==> config.mk <==
export PLATFORM = sky130hd
export DESIGN_NAME = nmea_ck_core
export DESIGN_NICKNAME = d
export VERILOG_FILES = /design/src/rtl/nmea_ck_pkg.sv /design/src/rtl/nmea_ck_core.sv
export SDC_FILE = /design/constraint.sdc
export NUM_CORES = 1
export LEC_CHECK = 0
export BUFFER_PORTS_ARGS = -buffer_cell sky130_fd_sc_hd__buf_4
export CORE_MARGIN = 5
export CORE_UTILIZATION = 45
export CTS_CLUSTER_DIAMETER = 60
export DETAILED_ROUTE_END_ITERATION = 12
export GPL_ROUTABILITY_DRIVEN = 0
export HOLD_SLACK_MARGIN = 0.15
export PLACE_DENSITY = 0.8
export SYNTH_ARGS = -nofsm -noshare
export SYNTH_HDL_FRONTEND = slang
export SYNTH_SLANG_ARGS = --single-unit
==> constraint.sdc <==
create_clock -name clk_i -period 2.3 [get_ports clk_i]
set_input_delay 0.115 -clock clk_i [delete_from_list [all_inputs] [get_ports clk_i]]
set_output_delay 0.115 -clock clk_i [all_outputs]
set_load 0.03 [all_outputs]
==> src/rtl/nmea_ck_pkg.sv <==
`timescale 1ns / 1ps
// nmea_ck_pkg: shared types, character codes and the hex digit decoder
// for the nmea checksum checker; depends on nothing
package nmea_ck_pkg;

  // sentence framing characters
  localparam logic [7:0] ChDollar = 8'h24;
  localparam logic [7:0] ChStar   = 8'h2A;
  localparam logic [7:0] ChCr     = 8'h0D;
  localparam logic [7:0] ChLf     = 8'h0A;
  localparam logic [7:0] ChNul    = 8'h00;

  typedef enum logic [2:0] {
    ST_OK        = 3'd0,
    ST_MISMATCH  = 3'd1,
    ST_EARLY_END = 3'd2,
    ST_TOO_LONG  = 3'd3,
    ST_BAD_HEX   = 3'd4
  } status_e;

  typedef enum logic [3:0] {
    PH_HUNT = 4'b0001,
    PH_BODY = 4'b0010,
    PH_HEX1 = 4'b0100,
    PH_HEX2 = 4'b1000
  } phase_e;

  typedef struct packed {
    status_e     status;
    logic [7:0]  computed_sum;
    logic [7:0]  received_sum;
    logic [6:0]  body_length;
  } verdict_t;

  typedef struct packed {
    logic       bad;
    logic [3:0] value;
  } hex_t;

  // decode one ascii hex digit, either letter case
  function automatic hex_t hex_decode(logic [7:0] c);
    hex_t r;
    r.bad   = 1'b0;
    r.value = 4'd0;
    if (c inside {[8'h30 : 8'h39]}) begin
      r.value = 4'(c - 8'h30);
    end else if (c inside {[8'h41 : 8'h46]}) begin
      r.value = 4'(c - 8'h41 + 8'd10);
    end else if (c inside {[8'h61 : 8'h66]}) begin
      r.value = 4'(c - 8'h61 + 8'd10);
    end else begin
      r.bad = 1'b1;
    end
    return r;
  endfunction

endpackage

==> src/rtl/nmea_ck_core.sv <==
`timescale 1ns / 1ps
// nmea_ck_core: sentence state machine, running xor and body counter;
// updates once per processed word; uses nmea_ck_pkg
module nmea_ck_core #(
  parameter int unsigned MAX_BODY = 80
) (
  input  logic                  clk_i,
  input  logic                  rst_ni,
  input  logic                  step_i,
  input  logic [7:0]            byte_i,
  output logic                  verdict_valid_o,
  output nmea_ck_pkg::verdict_t verdict_o
);

  nmea_ck_pkg::phase_e phase_q, phase_d;
  logic [7:0] xor_q, xor_d;
  logic [6:0] count_q, count_d;
  logic [3:0] nib_q, nib_d;
  nmea_ck_pkg::hex_t hex;

  assign hex = nmea_ck_pkg::hex_decode(byte_i);

  always_comb begin
    phase_d         = phase_q;
    xor_d           = xor_q;
    count_d         = count_q;
    nib_d           = nib_q;
    verdict_valid_o = 1'b0;
    verdict_o.status       = nmea_ck_pkg::ST_OK;
    verdict_o.computed_sum = xor_q;
    verdict_o.received_sum = 8'd0;
    verdict_o.body_length  = count_q;
    if (step_i) begin
      case (phase_q)
        nmea_ck_pkg::PH_HUNT: begin
          if (byte_i == nmea_ck_pkg::ChDollar) begin
            xor_d   = 8'd0;
            count_d = 7'd0;
            nib_d   = 4'd0;
            phase_d = nmea_ck_pkg::PH_BODY;
          end
        end
        nmea_ck_pkg::PH_BODY: begin
          if (byte_i == nmea_ck_pkg::ChStar) begin
            phase_d = nmea_ck_pkg::PH_HEX1;
          end else if (byte_i inside {nmea_ck_pkg::ChCr, nmea_ck_pkg::ChLf,
                                      nmea_ck_pkg::ChNul}) begin
            verdict_valid_o  = 1'b1;
            verdict_o.status = nmea_ck_pkg::ST_EARLY_END;
            phase_d          = nmea_ck_pkg::PH_HUNT;
          end else if (count_q >= 7'(MAX_BODY)) begin
            verdict_valid_o  = 1'b1;
            verdict_o.status = nmea_ck_pkg::ST_TOO_LONG;
            phase_d          = nmea_ck_pkg::PH_HUNT;
          end else begin
            xor_d   = xor_q ^ byte_i;
            count_d = count_q + 7'd1;
          end
        end
        nmea_ck_pkg::PH_HEX1: begin
          if (hex.bad) begin
            verdict_valid_o  = 1'b1;
            verdict_o.status = nmea_ck_pkg::ST_BAD_HEX;
            phase_d          = nmea_ck_pkg::PH_HUNT;
          end else begin
            nib_d   = hex.value;
            phase_d = nmea_ck_pkg::PH_HEX2;
          end
        end
        nmea_ck_pkg::PH_HEX2: begin
          verdict_valid_o = 1'b1;
          phase_d         = nmea_ck_pkg::PH_HUNT;
          if (hex.bad) begin
            verdict_o.status = nmea_ck_pkg::ST_BAD_HEX;
          end else begin
            verdict_o.received_sum = {nib_q, hex.value};
            verdict_o.status = ({nib_q, hex.value} == xor_q) ? nmea_ck_pkg::ST_OK
                                                             : nmea_ck_pkg::ST_MISMATCH;
          end
        end
        default: begin
          phase_d = nmea_ck_pkg::PH_HUNT;
        end
      endcase
    end
  end

  always_ff @(posedge clk_i or negedge rst_ni) begin
    if (!rst_ni) begin
      phase_q <= nmea_ck_pkg::PH_HUNT;
      xor_q   <= 8'd0;
      count_q <= 7'd0;
      nib_q   <= 4'd0;
    end else begin
      phase_q <= phase_d;
      xor_q   <= xor_d;
      count_q <= count_d;
      nib_q   <= nib_d;
    end
  end

  a_phase_onehot: assert property (@(posedge clk_i) disable iff (!rst_ni)
    $onehot(phase_q))
    else $error("phase register lost its one-hot code");

  a_count_limit: assert property (@(posedge clk_i) disable iff (!rst_ni)
    count_q <= 7'(MAX_BODY))
    else $error("body counter ran past the limit");

  a_verdict_returns_hunt: assert property (@(posedge clk_i) disable iff (!rst_ni)
    verdict_valid_o |=> phase_q == nmea_ck_pkg::PH_HUNT)
    else $error("verdict did not send the block back to hunting");

endmodule

==> results of run 1 <==
worst max-delay path, stage by stage:
cell and delay [ns]:
buf_4 0.14, or3b_4 0.42, or4_4 0.62, nand2_8 0.12, o211ai_4 0.08, o2bb2ai_1 0.14, o311a_1 0.34, buf_4 0.17
through the flow:
step / hold WS (ns) / cells
2_1_floorplan: -0.181 / 212
3_3_place_gp: 0.0233 / 301
3_5_place_dp: 0.0264 / 301
4_1_cts: 0.166 / 309
5_1_grt: 0.188 / 312
6_report: 0.173 / 312
cell usage after synthesis, types with 2 or more instances:
master	instances	area, um2
nor4b_1	3	26.3
nor2_1	20	75.1
xor2_1	10	87.6
buf_2	3	15.0
ha_1	7	87.6
o2bb2ai_1	2	17.5
inv_1	7	26.3
and3_1	7	43.8
nor3_1	3	15.0
nor3b_1	2	15.0
o21ai_0	19	95.1
nor2b_1	6	37.5
a21oi_1	10	50.1
dfrtp_1	22	551
mux2_2	2	22.5
xnor2_1	6	52.6
clkbuf_1	2	7.51
o31ai_1	4	30.0
nand4_1	3	18.8
and2_1	10	62.6
nor4_1	2	12.5
nand2_1	19	71.3
o21a_1	2	15.0
nand3_1	13	65.1
layout make-up:
| class | count | area [um2] | area share |
|---|---|---|---|
| tap | 50 | 62.6 | 0.0269 |
| inverter | 7 | 26.3 | 0.0113 |
| clock buffer | 4 | 45.0 | 0.0193 |
| timing repair buffer | 52 | 400 | 0.172 |
| sequential | 23 | 577 | 0.248 |
| multi-input combinational | 176 | 1220 | 0.523 |
sequential cells by signal, summed over array words and instances (netlist names):
signal	flops
nib_q	4
phase_q	4
xor_q	8
count_q	7
power by group through the flow:
stage	logic, mW	registers [mW]	clock network (mW)
detailed placement	0.823	0.685	0
global route	0.920	0.698	0.274
CTS	0.834	0.678	0.256
global placement	0.804	0.682	0
floorplan	0.394	0.805	0
finish	0.840	0.676	0.254
repair_timing:
action,CTS,global route
hold endpoints to repair,26,0
resized for setup,0,11
hold buffers,4,0
buffers inserted,0,3
setup endpoints to repair,0,1
path summary, 6_finish.rpt:
kind                            start       endpoint  slack [ns]  cells past startpoint
min in group asynchronous      rst_ni     count_q[3]        0.27                      2
setup reg to reg           phase_q[0]     count_q[6]        0.25                      6
hold / removal                 step_i       nib_q[2]        0.17                      3
hold reg to reg              nib_q[2]       nib_q[2]        0.54                      2
max in group asynchronous      rst_ni     phase_q[0]        1.75                      2
setup / recovery            byte_i[4]  verdict_o[23]        0.04                      8
cells by family after synthesis:
kind of cell	after synthesis	synth area share
AND/OR/NAND/NOR	99	0.311
multiplexers	3	0.0180
flip-flops	23	0.318
XOR/XNOR	16	0.0773
AO/OA/AOI/OAI	51	0.198
adder cells (fa/ha/maj)	7	0.0483
buffers and inverters	13	0.0290
per-layer routing:
metal  global-route usage  part of all wire  vias up  wire length, um
met5                    0                 0        -                0
met4               0.0503             0.017        0               85
met3               0.0342             0.046       11              225
met2                0.321              0.51       50             2510
met1                0.228              0.42      858             2050
li1                     -                 -      864                -
==> impl_metrics.toml, run 1 <==
[clock_tree]
cts.path.max_buffers = 2
insertion_delay_ns = 0.27
htreeDepth = 1
path_clk_slew_ns = 0.08
cts_tree = "yes"
numCtsBuffers = 3
clock-sinks = 23
cts-root-buf = "clkbuf_8"

[sta]
fin_crit_sh = 0.982
hold_violations = 0
fin_skew_ns = 0.00134
fin_setup_tns_ns = 0
fin_crit_ns = 2.26
setup_viol = 0
fmax_mhz = 443
setup_ws_ns = 0.0406
drv_slew = 0
worst_slew_pin_slew_ns = 0.626
relSlewSlack = 0.578

[detailed_routing]
routedWlPerCell_um = 15.6
wl_um = 4870
vias = 1783
drt_iter0_drc = 167
drc = 0
final_antenna_net_count = 0
firstDrtPassIters = 4
viasPerCell = 5.71

[yosys]
yosys_warnings = 0
synth_edf_count = 0
avgSynthCellArea_um2 = 8.55
ys_types = 52
postSynthCellCount = 212
synthesis.area_mm2 = 0.00181
syn_nets = 230
ys_ff_latch = 23
synth_async_sr_flop_share = 1.00
seq_area_frac_synth = 0.318
synthFlopType = "dfrtp_1"

[die]
core.rowCount = 23
fp.coreArea_mm2 = 0.00394
die_area_mm2 = 0.00539
die_height_um = 73.5
ios = 38
start_util = 0.460
die_x_um = 73.5

[pwr]
power_switching_mw = 0.775
p_leak_nw = 1.03
p_comb_frac = 0.475
internal-power_mw = 0.995
finalPower_mw = 1.77
swShare = 0.438
ir_worst_vdd_v = 0.000537
power_frac_clock = 0.143
power-per-cell-area_mw_per_mm2 = 760
power_frac_seq = 0.382

[run]
cap_violations = 0

[worst_setup_path]
cp-start-kind = "primary input"
end_kind = "primary output"
crit_arrival_ns = 2.14
crit_type = "in -> out"
worstPathMaxFanout = 6
critical_path_required_ns = 2.18

[layout]
layout-drive-gt1-share = 0.286
fin_nets = 281
final_core_utilization = 0.591
areaGrowthSynthToFinish_pct = 28.5
layout_commonest_cell = "buf_4"
num-fill-cells = 358
num_antenna_cells = 0
fin_area_mm2 = 0.00233
final_cell_mix = "48 x buf_4, 22 x dfrtp_1, 19 x o21ai_0, 19 x nor2_1, 19 x nand2_1"

[global_routing]
grt_pass1_wl_um = 7790
antenna_found_initial = 0
first_global_vias = 1707
overflow = 0
grt_max_degree = 24
grt_usage = 0.183

[hold_path]
hold_class = "in -> reg"

[placement]
hpwlAfterDp_um = 3690
placed_area_mm2 = 0.00219
portBuffers = 37
preCtsSetupSlack_ns = 0.0213

[outcome]
outcome = "completed"
Note: power is estimated with default switching activity, not from simulation.
==> run 2, diff against run 1 <==
--- a/config.mk
+++ b/config.mk
@@ -7,12 +7,12 @@
 export LEC_CHECK = 0
 export BUFFER_PORTS_ARGS = -buffer_cell sky130_fd_sc_hd__buf_4
 export CORE_MARGIN = 5
-export CORE_UTILIZATION = 45
+export CORE_UTILIZATION = 35
 export CTS_CLUSTER_DIAMETER = 60
 export DETAILED_ROUTE_END_ITERATION = 12
 export GPL_ROUTABILITY_DRIVEN = 0
 export HOLD_SLACK_MARGIN = 0.15
-export PLACE_DENSITY = 0.8
+export PLACE_DENSITY = 0.67
 export SYNTH_ARGS = -nofsm -noshare
 export SYNTH_HDL_FRONTEND = slang
 export SYNTH_SLANG_ARGS = --single-unit
==> impl_metrics.toml, run 2 (same netlist as run 1, synthesis figures left out) <==
[outcome]
outcome = "completed"

[worst_setup_path]
critical_path_required_ns = 2.18
cp_num_buf_inv = 2
crit_type = "in -> out"
end_kind = "primary output"
rrSetupSlack_ns = 0.22
cpPeakStageDelay_ns = 0.59
crit_arrival_ns = 2.09
r2r-start = "phase_q[0]"
worstPathCellList = "buf_4 > or3b_4 > or4_4 > nor2_1 > a21oi_1 > xnor2_1 > o311a_1 > buf_4"
startpoint = "byte_i[4]"
cpLargestDelayFamily = "simple AND/OR/NAND/NOR gates"
worstPathMaxFanout = 6
critPathMostFrequentCell = "buf_4"
cp-start-kind = "primary input"
crit_slowest_cell = "or4_4"

[global_routing]
grt_pass1_wl_um = 8140
first_global_vias = 1721
grt_usage = 0.157
antenna_found_initial = 0
grt_max_degree = 24
overflow = 0

[layout]
largest_register_ffs = 8
fin_nets = 278
num_antenna_cells = 0
layout-drive-gt1-share = 0.259
top_register = "xor_q"
final_cell_mix = "45 x buf_4, 22 x dfrtp_1, 20 x nor2_1"
num-fill-cells = 539
layout_commonest_cell = "buf_4"
reg_top3 = "xor_q x8, count_q x7"
areaGrowthSynthToFinish_pct = 27.5

[detailed_routing]
wl_um = 5010
drc = 0
firstDrtPassIters = 4
drt_iter0_drc = 93
viasPerCell = 5.33
final_antenna_net_count = 0
routedWlPerCell_um = 15.2
vias = 1754

[placement]
portBuffers = 37
hpwlAfterDp_um = 3840

[die]
die_height_um = 81.9
fp.coreArea_mm2 = 0.00507
start_util = 0.357
ios = 38
die_area_mm2 = 0.00671
die_x_um = 81.9
core.rowCount = 26

[sta]
fin_setup_tns_ns = 0
fin_crit_sh = 0.960
setup_viol = 0
fin_skew_ns = 0.00109
relSlewSlack = 0.554
fin_crit_ns = 2.21
fmax_mhz = 453
hold_violations = 0
worst_slew_pin_slew_ns = 0.661
rsz0062_at_grt = "no"
drv_slew = 0

[clock_tree]
cts_tree = "yes"
numCtsBuffers = 3
clock-sinks = 23
path_clk_slew_ns = 0.08
cts_setup_buffers = 0
htreeDepth = 1
cts-root-buf = "clkbuf_8"
insertion_delay_ns = 0.27
cts.path.max_buffers = 2

[pwr]
finalPower_mw = 1.78
ir_worst_vdd_v = 0.000421
power-per-cell-area_mw_per_mm2 = 771
p_leak_nw = 1.02

[run]
cap_violations = 0

[hold_path]
worstHoldStart = "step_i"
hold_class = "in -> reg"
[run 2: layout make-up]
class | instances | area, um2 | share of cell area
clock buffers | 4 | 45.0 | 0.0195
inverters | 7 | 26.3 | 0.0114
multi-input cells | 176 | 1200 | 0.518
flip-flops and latches | 23 | 577 | 0.250
well taps | 70 | 87.6 | 0.0379
repair buffers | 49 | 378 | 0.164
[run 2: worst paths after layout]
kind,end,cells past startpoint
worst max-delay path,verdict_o[23],8
worst min-delay path,nib_q[2],3
worst max register to register,count_q[6],6
worst min register to register,count_q[6],2
max in group asynchronous,phase_q[0],2
min in group asynchronous,count_q[3],2
[run 2: metal layers]
metal	vias up	GRT usage	part of all wire
met1	847	0.192	0.43
li1	854	-	-
met4	0	0.0515	0.022
met2	41	0.281	0.51
met5	-	0	0
met3	12	0.0197	0.036
[run 2: through the flow]
| step | worst slack, ns | util | hold WS, ns | std cells | cell area (um2) |
|---|---|---|---|---|---|
| 6_report | 0.0929 | 0.455 | 0.159 | 329 | 2310 |
| 3_3_place_gp | 0.0866 | 0.436 | 0.0338 | 321 | 2210 |
| 5_1_grt | 0.0266 | 0.455 | 0.203 | 329 | 2310 |
| 4_1_cts | 0.0419 | 0.452 | 0.151 | 329 | 2300 |
| 3_5_place_dp | 0.0451 | 0.436 | 0.0325 | 321 | 2210 |
| 2_1_floorplan | 0.325 | - | -0.181 | 212 | 1810 |
[run 2: what timing repair did]
| action | 4_1_cts | 5_1_grt |
|---|---|---|
| resized for setup | 0 | 4 |
| hold buffers | 4 | 0 |
| endpoints found under the hold margin | 26 | 0 |
| endpoints found under the setup margin | 0 | 3 |
[run 2: power by group]
part	leakage, nW	switching, mW	total, mW	internal (mW)
registers	0.301	0.172	0.683	0.512
logic	0.695	0.480	0.835	0.355
clock network	0.0228	0.137	0.261	0.124
[run 2: worst reg2reg max path, cell delays in order (launching register included)]
cell and delay (ns):
dfstp_2 0.62, nor4b_2 0.37, and4_1 0.28, o21a_1 0.17, nand3_1 0.11, or2_2 0.32, a21oi_1 0.14
==> run 3, diff against run 2 <==
--- a/config.mk
+++ b/config.mk
@@ -8,7 +8,6 @@
 export BUFFER_PORTS_ARGS = -buffer_cell sky130_fd_sc_hd__buf_4
 export CORE_MARGIN = 5
 export CORE_UTILIZATION = 35
-export CTS_CLUSTER_DIAMETER = 60
 export DETAILED_ROUTE_END_ITERATION = 12
 export GPL_ROUTABILITY_DRIVEN = 0
 export HOLD_SLACK_MARGIN = 0.15
==> constraint.sdc (replaced) <==
create_clock -name clk_i -period 2.4 [get_ports clk_i]
set_input_delay 0.12 -clock clk_i [delete_from_list [all_inputs] [get_ports clk_i]]
set_output_delay 0.12 -clock clk_i [all_outputs]
set_load 0.03 [all_outputs]
==> impl_metrics.toml, run 3 (same netlist as run 1, synthesis figures left out) <==
[clock_tree]
htreeDepth = 1
cts.path.max_buffers = 2
numCtsBuffers = 3
clock-sinks = 23
insertion_delay_ns = 0.27
cts_tree = "yes"
path_clk_slew_ns = 0.09
cts-root-buf = "clkbuf_8"
cts_setup_buffers = 0

[sta]
setup_viol = 0
rsz0062_at_grt = "no"
fin_crit_sh = 0.943
fin_setup_tns_ns = 0
fin_skew_ns = 0.00282
fin_crit_ns = 2.26
worst_slew_pin_slew_ns = 0.573
relSlewSlack = 0.614
drv_slew = 0
fmax_mhz = 442
hold_violations = 0

[pwr]
swShare = 0.443
power_frac_seq = 0.385
p_leak_nw = 1.01
ir_worst_vdd_v = 0.000428
power-per-cell-area_mw_per_mm2 = 741
internal-power_mw = 0.942
power_switching_mw = 0.748
p_comb_frac = 0.463
power_frac_clock = 0.152

[die]
ios = 38
fp.coreArea_mm2 = 0.00507
start_util = 0.357
die_height_um = 81.9
die_x_um = 81.9
die_area_mm2 = 0.00671
core.rowCount = 26

[layout]
top_register = "xor_q"
fin_nets = 275
layout_commonest_cell = "buf_4"
layout-drive-gt1-share = 0.242
reg_top3 = "xor_q x8, count_q x7"
num_antenna_cells = 0
largest_register_ffs = 8
areaGrowthSynthToFinish_pct = 25.8
final_cell_mix = "42 x buf_4, 22 x dfrtp_1, 20 x nor2_1"
final_core_utilization = 0.449

[detailed_routing]
drc = 0
vias = 1695
routedWlPerCell_um = 14.7
firstDrtPassIters = 4
final_antenna_net_count = 0
drt_iter0_drc = 119
viasPerCell = 5.20
wl_um = 4790

[worst_setup_path]
crit_type = "in -> out"
rrSetupSlack_ns = 0.26
critical_path_required_ns = 2.28
worstPathCellList = "buf_4 > inv_1 > ha_1 > nor3b_2 > or4_4 > nor2_1 > a21oi_1 > xnor2_1 > o311a_1 > buf_4"
cpPeakStageDelay_ns = 0.57
critPathMostFrequentCell = "buf_4"
crit_slowest_cell = "or4_4"
end_kind = "primary output"
crit_arrival_ns = 2.14
worstPathMaxFanout = 8
cp-start-kind = "primary input"

[placement]
hpwlAfterDp_um = 3770
portBuffers = 37

[global_routing]
grt_usage = 0.152
grt_pass1_wl_um = 8030
grt_max_degree = 24
overflow = 0
antenna_found_initial = 0
first_global_vias = 1670

[hold_path]
hold_class = "in -> reg"

[run]
cap_violations = 0

[outcome]
outcome = "completed"
==> run 3: final timing paths <==
check | from | endpoint | cells after the start
max in group asynchronous | rst_ni | phase_q[0] | 2
min in group asynchronous | rst_ni | count_q[5] | 2
min | step_i | nib_q[2] | 3
max reg2reg | phase_q[0] | count_q[6] | 6
min reg2reg | nib_q[2] | nib_q[2] | 2
max | byte_i[0] | verdict_o[23] | 10
==> run 3: critical path: cells and delay by family <==
family	cells	cell delay, ns
fa+ha+maj	1	0.23
compound gates	2	0.41
xor+xnor	1	0.14
simple gates	3	0.86
buf+inv	3	0.38
==> run 3: timing repair <==
item | 4_1_cts | 5_1_grt
gates resized for setup | 0 | 1
hold buffers | 4 | 0
endpoints found under the setup margin | 0 | 1
hold endpoints to repair | 26 | 0
==> run 3: layer usage <==
metal	GRT usage	wire, um
met1	0.198	2120
met2	0.263	2410
met3	0.0197	227
met4	0.0365	27
met5	0	0
==> run 3: area by class of cell <==
class	instances	area [um2]
clock buffers	3	41.3
clock inverters	1	5.00
fillers	531	2800
inverters	7	26.3
multi-input cells	176	1190
flip-flops and latches	23	577
well taps	70	87.6
repair buffers	46	355
==> run 3: through the flow <==
stage | worst slack, ns | cells | instance area (um2) | hold WS [ns] | total power, mW
final | 0.137 | 326 | 2280 | 0.154 | 1.69
after global routing | 0.0295 | 326 | 2280 | 0.180 | 1.81
after CTS | 0.139 | 326 | 2270 | 0.154 | 1.70
after detailed placement | 0.144 | 318 | 2190 | 0.0377 | 1.44
after global placement | 0.180 | 318 | 2190 | 0.0358 | 1.43
after floorplan | 0.415 | 212 | 1810 | -0.176 | 1.15
==> run 3: power by group through the flow <==
stage | registers [mW] | clock network, mW | logic, mW
final | 0.651 | 0.257 | 0.782
after global routing | 0.672 | 0.276 | 0.866
after CTS | 0.650 | 0.257 | 0.789
after detailed placement | 0.658 | 0 | 0.778
after global placement | 0.656 | 0 | 0.771
after floorplan | 0.772 | 0 | 0.377
